--- src/hdl/aci_pkg.sv ---
// ----------------------------------------------------------------------------
// aci_pkg - shared types and constants of the CSI escape interpreter
// Character codes, action codes, parser state and result records.
// ----------------------------------------------------------------------------
package aci_pkg;

    // character codes
    localparam logic [7:0] CH_ESC      = 8'h1B;
    localparam logic [7:0] CH_LBRACKET = 8'h5B;
    localparam logic [7:0] CH_SEMI     = 8'h3B;
    localparam logic [7:0] CH_PLUS     = 8'h2B;
    localparam logic [7:0] CH_MINUS    = 8'h2D;
    localparam logic [7:0] CH_ZERO     = 8'h30;
    localparam logic [7:0] CH_NINE     = 8'h39;
    localparam logic [7:0] CH_SPACE    = 8'h20;
    localparam logic [7:0] CH_TAB      = 8'h09;
    localparam logic [7:0] CH_CR       = 8'h0D;
    localparam logic [7:0] CH_UP_A     = 8'h41;
    localparam logic [7:0] CH_UP_Z     = 8'h5A;
    localparam logic [7:0] CH_LO_A     = 8'h61;
    localparam logic [7:0] CH_LO_Z     = 8'h7A;

    // final letters
    localparam logic [7:0] CMD_UP    = 8'h41; // A
    localparam logic [7:0] CMD_DOWN  = 8'h42; // B
    localparam logic [7:0] CMD_RIGHT = 8'h43; // C
    localparam logic [7:0] CMD_LEFT  = 8'h44; // D
    localparam logic [7:0] CMD_HOME  = 8'h48; // H
    localparam logic [7:0] CMD_CLEAR = 8'h4A; // J
    localparam logic [7:0] CMD_SGR   = 8'h6D; // m

    // action codes
    localparam logic [1:0] ACT_NONE   = 2'd0;
    localparam logic [1:0] ACT_CURSOR = 2'd1;
    localparam logic [1:0] ACT_COLORS = 2'd2;
    localparam logic [1:0] ACT_CLEAR  = 2'd3;

    // parameter values
    localparam logic [15:0] PARAM_DEFAULT = 16'd1;
    localparam logic [15:0] PARAM_CLEAR   = 16'd2;
    localparam logic [15:0] FORE_LO       = 16'd30;
    localparam logic [15:0] FORE_HI       = 16'd37;
    localparam logic [15:0] BACK_LO       = 16'd40;
    localparam logic [15:0] BACK_HI       = 16'd47;
    localparam logic [15:0] MAG_CAP       = 16'd32768;
    localparam logic [15:0] POS_MAX       = 16'd32767;

    // reset values
    localparam logic [7:0] WIDTH_RESET  = 8'd80;
    localparam logic [7:0] HEIGHT_RESET = 8'd25;
    localparam logic [3:0] FORE_RESET   = 4'd7;
    localparam logic [3:0] BACK_RESET   = 4'd0;

    // register indexes
    localparam logic CFG_WIDTH  = 1'b0;
    localparam logic CFG_HEIGHT = 1'b1;

    typedef enum logic [1:0] {
        ESC_IDLE = 2'd0,
        ESC_SEEN = 2'd1,
        ESC_CSI  = 2'd2
    } esc_mode_t;

    typedef enum logic [2:0] {
        PH_SKIP1 = 3'd0,
        PH_NUM1  = 3'd1,
        PH_SKIP2 = 3'd2,
        PH_NUM2  = 3'd3,
        PH_DONE  = 3'd4
    } phase_t;

    typedef struct packed {
        esc_mode_t   esc_mode;
        phase_t      phase;
        logic        minus_seen;
        logic        digit_seen;
        logic [15:0] running_value;
        logic [15:0] first_param;
        logic [15:0] second_param;
        logic [7:0]  col;
        logic [7:0]  row;
        logic [3:0]  fore;
        logic [3:0]  back;
    } parse_state_t;

    typedef struct packed {
        logic       consumed;
        logic [1:0] action;
        logic [7:0] cursor_col;
        logic [7:0] cursor_line;
        logic [3:0] fore_color;
        logic [3:0] back_color;
    } result_t;

endpackage

--- src/hdl/ansi_csi_escape_interpreter.sv ---
// ----------------------------------------------------------------------------
// ansi_csi_escape_interpreter - terminal escape sequence interpreter
// Follows ESC, ESC-[ and CSI parameters, tracks cursor position and colors.
// ----------------------------------------------------------------------------
// Usage:
//   The s_ channel carries one terminal byte per item in s_tdata. For every
//   byte one result item leaves on the m_ channel: consumed and action in
//   m_tuser, cursor position and colors after the byte in m_tdata.
//   The byte is held in an input register; the parser state and the result
//   register are then updated from it once the result register is free or
//   being taken, and the result shows on m_tvalid from the result register.
//   One byte per cycle is taken sustained while the receiver does not stall:
//   the whole per-byte update is one pass through the step logic.
//   When the receiver stalls, the result register and the input register
//   both hold an item before s_tready drops.
//   Screen width and height are written through cfg_we/cfg_addr/cfg_wdata
//   (index 0 width, 1 height) while no item is in flight.
//   aresetn (synchronous, active low) empties both registers, returns the
//   parser to idle, the cursor to 0,0, colors to light grey on black, and
//   the screen size to 80 by 25.
// ----------------------------------------------------------------------------
module ansi_csi_escape_interpreter (
    input  logic        aclk,
    input  logic        aresetn,
    input  logic        s_tvalid,
    output logic        s_tready,
    input  logic [7:0]  s_tdata,   // [7:0] byte_in
    output logic        m_tvalid,
    input  logic        m_tready,
    output logic [23:0] m_tdata,   // [7:0] cursor_col, [15:8] cursor_line,
                                   // [19:16] fore_color, [23:20] back_color
    output logic [2:0]  m_tuser,   // [0] consumed, [2:1] action
    input  logic        cfg_we,
    input  logic        cfg_addr,
    input  logic [7:0]  cfg_wdata
);

    logic [7:0]            width_reg;
    logic [7:0]            height_reg;
    logic                  in_vld_reg;
    logic [7:0]            in_byte_reg;
    logic                  out_vld_reg;
    aci_pkg::result_t      out_reg;
    aci_pkg::parse_state_t state_reg;
    aci_pkg::parse_state_t state_next;
    aci_pkg::result_t      result_next;
    logic                  advance;

    assign advance  = in_vld_reg && (!out_vld_reg || m_tready);
    assign s_tready = !in_vld_reg || advance;

    always_ff @(posedge aclk) begin
        if (!aresetn) begin
            width_reg  <= aci_pkg::WIDTH_RESET;
            height_reg <= aci_pkg::HEIGHT_RESET;
        end else if (cfg_we) begin
            if (cfg_addr == aci_pkg::CFG_WIDTH) begin
                width_reg <= cfg_wdata;
            end else begin
                height_reg <= cfg_wdata;
            end
        end
    end

    aci_step u_step (
        .cur_state     (state_reg),
        .byte_in       (in_byte_reg),
        .screen_width  (width_reg),
        .screen_height (height_reg),
        .nxt_state     (state_next),
        .result        (result_next)
    );

    always_ff @(posedge aclk) begin
        if (!aresetn) begin
            in_vld_reg  <= 1'b0;
            out_vld_reg <= 1'b0;
            state_reg.esc_mode      <= aci_pkg::ESC_IDLE;
            state_reg.phase         <= aci_pkg::PH_SKIP1;
            state_reg.minus_seen    <= 1'b0;
            state_reg.digit_seen    <= 1'b0;
            state_reg.running_value <= 16'd0;
            state_reg.first_param   <= aci_pkg::PARAM_DEFAULT;
            state_reg.second_param  <= aci_pkg::PARAM_DEFAULT;
            state_reg.col           <= 8'd0;
            state_reg.row           <= 8'd0;
            state_reg.fore          <= aci_pkg::FORE_RESET;
            state_reg.back          <= aci_pkg::BACK_RESET;
        end else begin
            if (s_tvalid && s_tready) begin
                in_vld_reg <= 1'b1;
            end else if (advance) begin
                in_vld_reg <= 1'b0;
            end
            if (advance) begin
                out_vld_reg <= 1'b1;
                state_reg   <= state_next;
            end else if (m_tready) begin
                out_vld_reg <= 1'b0;
            end
        end
    end

    // payload registers
    always_ff @(posedge aclk) begin
        if (s_tvalid && s_tready) begin
            in_byte_reg <= s_tdata;
        end
        if (advance) begin
            out_reg <= result_next;
        end
    end

    assign m_tvalid = out_vld_reg;
    assign m_tdata  = {out_reg.back_color, out_reg.fore_color,
                       out_reg.cursor_line, out_reg.cursor_col};
    assign m_tuser  = {out_reg.action, out_reg.consumed};

endmodule

--- src/hdl/aci_step.sv ---
// ----------------------------------------------------------------------------
// aci_step - next-state and result logic for one byte
// Parameter scanning, command decode and cursor/color update.
// ----------------------------------------------------------------------------
module aci_step (
    input  aci_pkg::parse_state_t cur_state,
    input  logic [7:0]            byte_in,
    input  logic [7:0]            screen_width,
    input  logic [7:0]            screen_height,
    output aci_pkg::parse_state_t nxt_state,
    output aci_pkg::result_t      result
);

    logic        is_digit;
    logic        is_blank;
    logic        is_letter;
    logic [3:0]  digit_val;
    logic [19:0] mag_x10;
    logic [15:0] mag_sat;
    logic [15:0] fin_value;
    logic [15:0] p1;
    logic [15:0] p2;
    logic        p1_pos;
    logic [15:0] row_sum;
    logic [15:0] col_sum;
    logic [15:0] fore_off;
    logic [15:0] back_off;
    logic        consumed;
    logic [1:0]  action;
    aci_pkg::parse_state_t scan;

    assign is_digit  = (byte_in >= aci_pkg::CH_ZERO) && (byte_in <= aci_pkg::CH_NINE);
    assign is_blank  = (byte_in == aci_pkg::CH_SPACE)
                    || ((byte_in >= aci_pkg::CH_TAB) && (byte_in <= aci_pkg::CH_CR));
    assign is_letter = ((byte_in >= aci_pkg::CH_UP_A) && (byte_in <= aci_pkg::CH_UP_Z))
                    || ((byte_in >= aci_pkg::CH_LO_A) && (byte_in <= aci_pkg::CH_LO_Z));
    assign digit_val = byte_in[3:0];

    // value*10 + digit, capped at the magnitude limit
    assign mag_x10 = {1'b0, cur_state.running_value, 3'b000}
                   + {3'b000, cur_state.running_value, 1'b0}
                   + {16'd0, digit_val};
    assign mag_sat = (mag_x10 > {4'd0, aci_pkg::MAG_CAP}) ? aci_pkg::MAG_CAP : mag_x10[15:0];

    // running_value never exceeds the cap, so the negative form needs no clamp
    always_comb begin
        if (cur_state.minus_seen) begin
            fin_value = 16'd0 - cur_state.running_value;
        end else if (cur_state.running_value > aci_pkg::POS_MAX) begin
            fin_value = aci_pkg::POS_MAX;
        end else begin
            fin_value = cur_state.running_value;
        end
    end

    // parameter scan
    always_comb begin
        scan = cur_state;
        unique case (cur_state.phase)
            aci_pkg::PH_SKIP1, aci_pkg::PH_SKIP2: begin
                if (!is_blank) begin
                    scan.minus_seen    = 1'b0;
                    scan.digit_seen    = 1'b0;
                    scan.running_value = 16'd0;
                    if ((byte_in == aci_pkg::CH_PLUS) || (byte_in == aci_pkg::CH_MINUS)) begin
                        scan.minus_seen = (byte_in == aci_pkg::CH_MINUS);
                        scan.phase = (cur_state.phase == aci_pkg::PH_SKIP1)
                                   ? aci_pkg::PH_NUM1 : aci_pkg::PH_NUM2;
                    end else if (is_digit) begin
                        scan.running_value = {12'd0, digit_val};
                        scan.digit_seen    = 1'b1;
                        scan.phase = (cur_state.phase == aci_pkg::PH_SKIP1)
                                   ? aci_pkg::PH_NUM1 : aci_pkg::PH_NUM2;
                    end else begin
                        scan.phase = aci_pkg::PH_DONE;
                    end
                end
            end
            aci_pkg::PH_NUM1, aci_pkg::PH_NUM2: begin
                if (is_digit) begin
                    scan.running_value = mag_sat;
                    scan.digit_seen    = 1'b1;
                end else if (!cur_state.digit_seen) begin
                    scan.phase = aci_pkg::PH_DONE;
                end else if (cur_state.phase == aci_pkg::PH_NUM1) begin
                    scan.first_param = fin_value;
                    scan.phase = (byte_in == aci_pkg::CH_SEMI)
                               ? aci_pkg::PH_SKIP2 : aci_pkg::PH_DONE;
                end else begin
                    scan.second_param = fin_value;
                    scan.phase = aci_pkg::PH_DONE;
                end
            end
            default: begin
                scan.phase = aci_pkg::PH_DONE;
            end
        endcase
    end

    // the command sees the parameters as updated by the final letter itself
    assign p1       = scan.first_param;
    assign p2       = scan.second_param;
    assign p1_pos   = !p1[15] && (p1 != 16'd0);
    assign row_sum  = {8'd0, cur_state.row} + p1;
    assign col_sum  = {8'd0, cur_state.col} + p1;
    assign fore_off = p1 - aci_pkg::FORE_LO;
    assign back_off = p1 - aci_pkg::BACK_LO;

    always_comb begin
        nxt_state = cur_state;
        consumed  = 1'b0;
        action    = aci_pkg::ACT_NONE;
        unique case (cur_state.esc_mode)
            aci_pkg::ESC_SEEN: begin
                consumed = 1'b1;
                nxt_state.esc_mode = (byte_in == aci_pkg::CH_LBRACKET)
                                   ? aci_pkg::ESC_CSI : aci_pkg::ESC_IDLE;
            end
            aci_pkg::ESC_CSI: begin
                nxt_state = scan;
                if (is_letter) begin
                    consumed = 1'b1;
                    nxt_state.esc_mode = aci_pkg::ESC_IDLE;
                    unique case (byte_in)
                        aci_pkg::CMD_UP: begin
                            action = aci_pkg::ACT_CURSOR;
                            if (p1_pos) begin
                                nxt_state.row = ({8'd0, cur_state.row} <= p1)
                                              ? 8'd0 : cur_state.row - p1[7:0];
                            end
                        end
                        aci_pkg::CMD_DOWN: begin
                            action = aci_pkg::ACT_CURSOR;
                            if (p1_pos && (({1'b0, cur_state.row} + 9'd1)
                                           < {1'b0, screen_height})) begin
                                nxt_state.row = (row_sum >= {8'd0, screen_height})
                                              ? screen_height - 8'd1 : row_sum[7:0];
                            end
                        end
                        aci_pkg::CMD_RIGHT: begin
                            action = aci_pkg::ACT_CURSOR;
                            if (p1_pos && (({1'b0, cur_state.col} + 9'd1)
                                           < {1'b0, screen_width})) begin
                                nxt_state.col = (col_sum >= {8'd0, screen_width})
                                              ? screen_width - 8'd1 : col_sum[7:0];
                            end
                        end
                        aci_pkg::CMD_LEFT: begin
                            action = aci_pkg::ACT_CURSOR;
                            if (p1_pos) begin
                                nxt_state.col = ({8'd0, cur_state.col} <= p1)
                                              ? 8'd0 : cur_state.col - p1[7:0];
                            end
                        end
                        aci_pkg::CMD_HOME: begin
                            action = aci_pkg::ACT_CURSOR;
                            nxt_state.col = p2[7:0] - 8'd1;
                            nxt_state.row = p1[7:0] - 8'd1;
                        end
                        aci_pkg::CMD_CLEAR: begin
                            action = (p1 == aci_pkg::PARAM_CLEAR)
                                   ? aci_pkg::ACT_CLEAR : aci_pkg::ACT_NONE;
                        end
                        aci_pkg::CMD_SGR: begin
                            if (p1 == 16'd0) begin
                                action = aci_pkg::ACT_COLORS;
                            end else if ((p1 >= aci_pkg::FORE_LO) && (p1 <= aci_pkg::FORE_HI)) begin
                                action = aci_pkg::ACT_COLORS;
                                nxt_state.fore = fore_off[3:0];
                            end else if ((p1 >= aci_pkg::BACK_LO) && (p1 <= aci_pkg::BACK_HI)) begin
                                action = aci_pkg::ACT_COLORS;
                                nxt_state.back = back_off[3:0];
                            end
                        end
                        default: begin
                            action = aci_pkg::ACT_NONE;
                        end
                    endcase
                end
            end
            default: begin
                if (byte_in == aci_pkg::CH_ESC) begin
                    consumed = 1'b1;
                    nxt_state.esc_mode = aci_pkg::ESC_SEEN;
                end
            end
        endcase

        // leaving CSI, or any ESC transition, starts a fresh scan
        if (consumed) begin
            nxt_state.phase         = aci_pkg::PH_SKIP1;
            nxt_state.minus_seen    = 1'b0;
            nxt_state.digit_seen    = 1'b0;
            nxt_state.running_value = 16'd0;
            nxt_state.first_param   = aci_pkg::PARAM_DEFAULT;
            nxt_state.second_param  = aci_pkg::PARAM_DEFAULT;
        end
    end

    assign result.consumed    = consumed;
    assign result.action      = action;
    assign result.cursor_col  = nxt_state.col;
    assign result.cursor_line = nxt_state.row;
    assign result.fore_color  = nxt_state.fore;
    assign result.back_color  = nxt_state.back;

endmodule
--- config.mk ---
export PLATFORM = sky130hd
export DESIGN_NAME = ansi_csi_escape_interpreter
export DESIGN_NICKNAME = d
export VERILOG_FILES = /design/src/hdl/aci_pkg.sv /design/src/hdl/ansi_csi_escape_interpreter.sv /design/src/hdl/aci_step.sv
export SDC_FILE = /design/constraint.sdc
export NUM_CORES = 1
export LEC_CHECK = 0
export BUFFER_PORTS_ARGS = -buffer_cell sky130_fd_sc_hd__buf_4
export CORE_MARGIN = 3
export CORE_UTILIZATION = 56
export DETAILED_ROUTE_END_ITERATION = 6
export GPL_TIMING_DRIVEN = 0
export PLACE_DENSITY_LB_ADDON = 0.08
export SLEW_MARGIN = 15
export SYNTH_ARGS = -nofsm -noshare
export SYNTH_HDL_FRONTEND = slang
export SYNTH_SLANG_ARGS = --single-unit
--- constraint.sdc ---
create_clock -name aclk -period 16.25 [get_ports aclk]
set_input_delay 3.25 -clock aclk [delete_from_list [all_inputs] [get_ports aclk]]
set_output_delay 3.25 -clock aclk [all_outputs]
set_load 0.05 [all_outputs]
=== Yosys cells after proc, flatten, opt, wreduce, memory -nomap -nowiden ===
Index checks and enable logic that the tools add are counted.

* Input bits: 22
* Bits in writable memories: 0
* Memory bits (read-only): 0
* Memories kept: 0
* Register bits: 124
* Word-level logic and storage cells: 178
* Output and inout port bits: 29
* Bits in latches: 0

* Muxes and demuxes: 57
* Shifts and indexed selects: 0
* Add/subtract/negate cells: 15
* Reductions and logical operators: 39
* Bitwise operators: 1
* Magnitude comparators: 20
* Div/mod/pow operators: 0
* Equal/unequal tests: 24
* Multiply operators: 0

{| class="wikitable"
|+ Operators with widths
! operator !! number
|-
| two-way mux 32 bit || 3
|-
| two-way mux 16 bit || 5
|-
| two-way mux 8 bit || 10
|-
| two-way mux 77 bit || 1
|-
| == test 8 x 7 -> 1 bit (second input constant) || 8
|-
| two-way mux 53 bit || 1
|-
| two-way mux 17 bit || 3
|-
| case mux 8 bit (3 select lines) || 2
|-
| case mux 17 bit (2 select lines) || 1
|-
| adder 8 x 16 -> 16 bit || 2
|-
| == test 8 x 6 -> 1 bit (second input constant) || 4
|-
| greater-or-equal comparator 16 x 8 -> 1 bit || 2
|-
| less-or-equal comparator 16 x 6 -> 1 bit (second input constant) || 2
|-
| less-or-equal comparator 8 x 16 -> 1 bit || 2
|-
| subtractor 8 x 1 -> 8 bit (second input constant) || 4
|-
| two-way mux 24 bit || 1
|-
| two-way mux 21 bit || 1
|-
| adder 19 x 17 -> 20 bit || 1
|-
| adder 20 x 4 -> 20 bit || 1
|-
| greater-than comparator 20 x 16 -> 1 bit (second input constant) || 1
|-
| adder 8 x 1 -> 9 bit (second input constant) || 2
|-
| less-than comparator 9 x 8 -> 1 bit || 2
|-
| two-way mux 3 bit || 6
|-
| == test 16 x 2 -> 1 bit (second input constant) || 1
|-
| other kinds (43) || 90
|}

=== Longest topological paths before layout ===
* Depth in word-level cells: 16
* Depth in mapped cells: 21
* Mapped depth without buffers: 19

=== By module ===
A second synthesis with hierarchy kept.

* Cell total of the unflattened synthesis: 1,629
* Area total of the unflattened synthesis: 12,608.3 µm²

{| class="wikitable"
|+ By module, submodules not included
! module !! cells an instance !! times used !! area an instance (µm²) !! seq. area each (µm²)
|-
| aci_step || 1,168 || 1 || 7,718.7 || 0.0
|-
| ansi_csi_escape_interpreter || 461 || 1 || 4,889.7 || 2,992.9
|}

=== Worst setup path before layout ===
Ideal clock, no wire load.

* Kind: in2out
* From: input m_tready
* To: output s_tready
* Cell stages on the path: 2
* Arrival time: 3.754 ns
* Required time: 13.000 ns
* Slack: 9.246 ns
* Path buffers: 0
* Cells stage by stage: nor2b_1 nand2_1

* Cells in the longest elaborated chain, start to end: 3

{| class="wikitable"
|+ Ends and longest elaborated chain
! item !! RTL line !! RTL
|-
| from (decl) || ansi_csi_escape_interpreter.sv:29 || <nowiki>input logic m_tready,</nowiki>
|-
| logical OR 1 bit || ansi_csi_escape_interpreter.sv:49 || <nowiki>assign advance = in_vld_reg && (!out_vld_reg || m_tready);</nowiki>
|-
| logical AND 1 bit || ansi_csi_escape_interpreter.sv:49 ||
|-
| logical OR 1 bit || ansi_csi_escape_interpreter.sv:50 || <nowiki>assign s_tready = !in_vld_reg || advance;</nowiki>
|-
| to (decl) || ansi_csi_escape_interpreter.sv:26 || <nowiki>output logic s_tready,</nowiki>
|}

No other way between the ends.

=== Worst setup path in the final report ===
Ends and elaborated chain as after synthesis.

==> run metrics <==
outcome completed; Top Usage Layer GRT met2; CTS Buf Count 17; Crit path top cell by count buf_4; worst path bufs/invs 2; Slew Limit Headroom 16.9%; routed wire length 38200 um; warnings from Yosys 0; first-pass GRT wire length 60100 um; placed cells 1726; synthesized area per cell 8.07 sq um; Pins Over Slew Limit 0; placed instance area 0.0121 sq mm; I/O pin count 51; Stages on worst setup path 4; crit path DAT 3.84 ns; pwr dens 61.5 mW/mm^2; FF-to-FF Start state_reg[56]; Initial DRC Count 1343; Clk Latency, worst-skew pair 0.44 ns; GRT overflow 0; Worst Tran Pin Value 1.24 ns; min Tclk post-route 7.09 ns; DRC Markers 0; CP Class input port to output port; GRT met1 Usage 48.1%; Post-synth ARST share 0%; Design Area, Final 0.0127 sq mm; setup_tns 0 ns; initial antenna violation count 1; Die Span Y 149 um; r2r endpoint m_tdata[7]; Setup crit end kind output port; via count 11543; sequential share of the synthesized area 24.9%; CTS max path bufs 2; DR vias/cell 6.57; starting density of the core 57.7%; crit-path cells buf_4 -> nor2b_1 -> nand2_1 -> buf_4; top_reg_cell synth dfxtp_1; RSZ-0062 raised after global routing false; # diodes 0; post-CTS sizing 0; met3 Use GR 7.16%; Reg2Reg Depth 18; Layout Cells excl Fill 1758; setup violators final 0; register bit count reported by yosys 124; EDFF count, synth 35; VDD IR max 0.0000752 V; Top Family by Delay on Critical Path buffers and inverters; largest net degree at the start of global routing 32; # clock sinks 124; drt pass-1 iters 7; core area 0.0197 sq mm; Clock Pin Slew Worst Setup and Hold Paths 0.06 ns; H-tree levels 4; global-route usage over all layers 34.6%; post-route ant nets 0; layout cells sized above 1 10.2%; syn_nets 1552; post-synthesis cell type with the largest combined area dfxtp_1; Final Core Density 64.6%; critical path's slowest cell nor2b_1; Port Buffers 49; Final Hold Viols 0; area growth from synthesis to layout 11.9%; die extent in x 149 um; CP max stage delay 0.19 ns; CTS root buffer clkbuf_16; top post-synthesis cells by area dfxtp_1 16%, ha_1 13%, edfxtp_1 9.2%; Max Cap Viol 0; Routability Congestion 0.988; Worst setup SP type input port; drt wl/cell 21.7 um; max reg flops 71; met2 GRT Util 52.5%; HPWL Detailed 29000 um; Setup Skew 0.0149 ns; die area 0.0221 sq mm; crit share post-route 43.6%; P_leak 5.15 nW; number of global-route vias before repair 10735; flop-to-flop setup slack 9.67 ns; row count 51; setup repair bufs after CTS 0; CTS tree built; crit path max fanout 4; crit path to s_tready; # nets final 1622; Critical Path Source m_tready; Synth top area share 15.7%; Gate Count Post-Synth 1410; CP required 13.00 ns; post-synth cell types 97; Fmax 0.141 GHz; Worst Hold Class flop to flop; CTS Hold Bufs 0; Cell Area, Synth 0.0114 sq mm
==> cell usage in the layout (no fill, tap or decap), types with 19 or more instances in the layout <==
master,Yosys,final
o21ai_0,78,78
a21oi_1,112,112
edfxtp_1,35,35
buf_4,1,50
o211ai_1,19,19
nor4_1,19,19
nand2_1,119,119
o31ai_1,19,19
xnor2_1,47,47
nor3_1,49,49
inv_1,63,63
mux2i_1,23,22
nand3_1,39,39
dfxtp_1,89,89
clkbuf_1,52,52
a21o_1,19,19
ha_1,114,114
clkbuf_16,0,19
nor2_1,113,113
xor2_1,23,23
a31oi_1,26,26
==> where the power goes <==
group	leakage, nW	total (mW)	switching (mW)	internal, mW
Clock	0.300	0.396	0.163	0.233
Combinational	3.81	0.0587	0.0400	0.0187
Sequential	1.04	0.328	0.00470	0.323
==> worst reg2reg max path, delay by kind of cell (launching register included) <==
family / cells / cell delay [ns]
compound gates: 11 / 4.18
fa+ha+maj: 2 / 0.68
flops: 1 / 0.56
buf+inv: 2 / 0.36
simple gates: 2 / 0.36
xor+xnor: 1 / 0.16
==> worst min-delay path by stage <==
stage,startpoint,endpoint,cells after the start
global route,state_reg[50],state_reg[50],2
floorplan,state_reg[50],state_reg[50],2
finish,state_reg[50],state_reg[50],2
global placement,state_reg[50],state_reg[50],2
CTS,state_reg[50],state_reg[50],2
detailed placement,state_reg[50],state_reg[50],2
==> synth_stat cells, drive strengths merged, types with 13 or more instances <==
cell      n
nor3     50
xor2     23
nand2b   16
a21oi   112
a21o     19
ha      114
nor2    116
nand2   119
edfxtp   35
nand3    39
a211oi   14
o211ai   20
clkbuf   53
o31ai    19
mux2i    24
nor4     22
or3      19
o21a     18
nand4    13
a31oi    28
o21ai    85
or4      16
buf      19
a22oi    17
xnor2    47
dfxtp    89
inv      65
==> layer usage <==
metal / wire length [um] / vias to the layer above
li1: - / 5423
met1: 16300 / 5389
met2: 16400 / 626
met3: 3940 / 103
met4: 1580 / 2
met5: 13 / -
==> kinds of logic (layout without fill, tap and decap cells) <==
group           after synthesis  count (layout)  share of synthesized area, %
xor+xnor                     70              70                          5.39
compound gates              431             431                          25.3
fa+ha+maj                   120             120                          13.6
flops                       124             124                          24.9
buf+inv                     137             220                          4.90
mux                          35              35                          3.23
simple gates                493             493                          22.7
==> stage by stage <==
stage / power (mW) / hold slack (ns) / setup slack (ns)
3_5_place_dp: 0.392 / 0.444 / 9.16
2_1_floorplan: 0.369 / 0.432 / 9.25
4_1_cts: 0.782 / 0.452 / 9.15
3_3_place_gp: 0.391 / 0.440 / 9.15
6_report: 0.783 / 0.456 / 9.16
5_1_grt: 0.803 / 0.481 / 9.07
==> final cells by class <==
cell class	instances	area [sq um]
sequential	124	2830
clock buffer	20	479
multi-input combinational	1149	8010
timing repair buffer	51	399
fill	1756	6980
clock inverter	12	125
tap	265	332
inverter	65	244
buffer	72	315
Power figures use the tool's default switching activity.
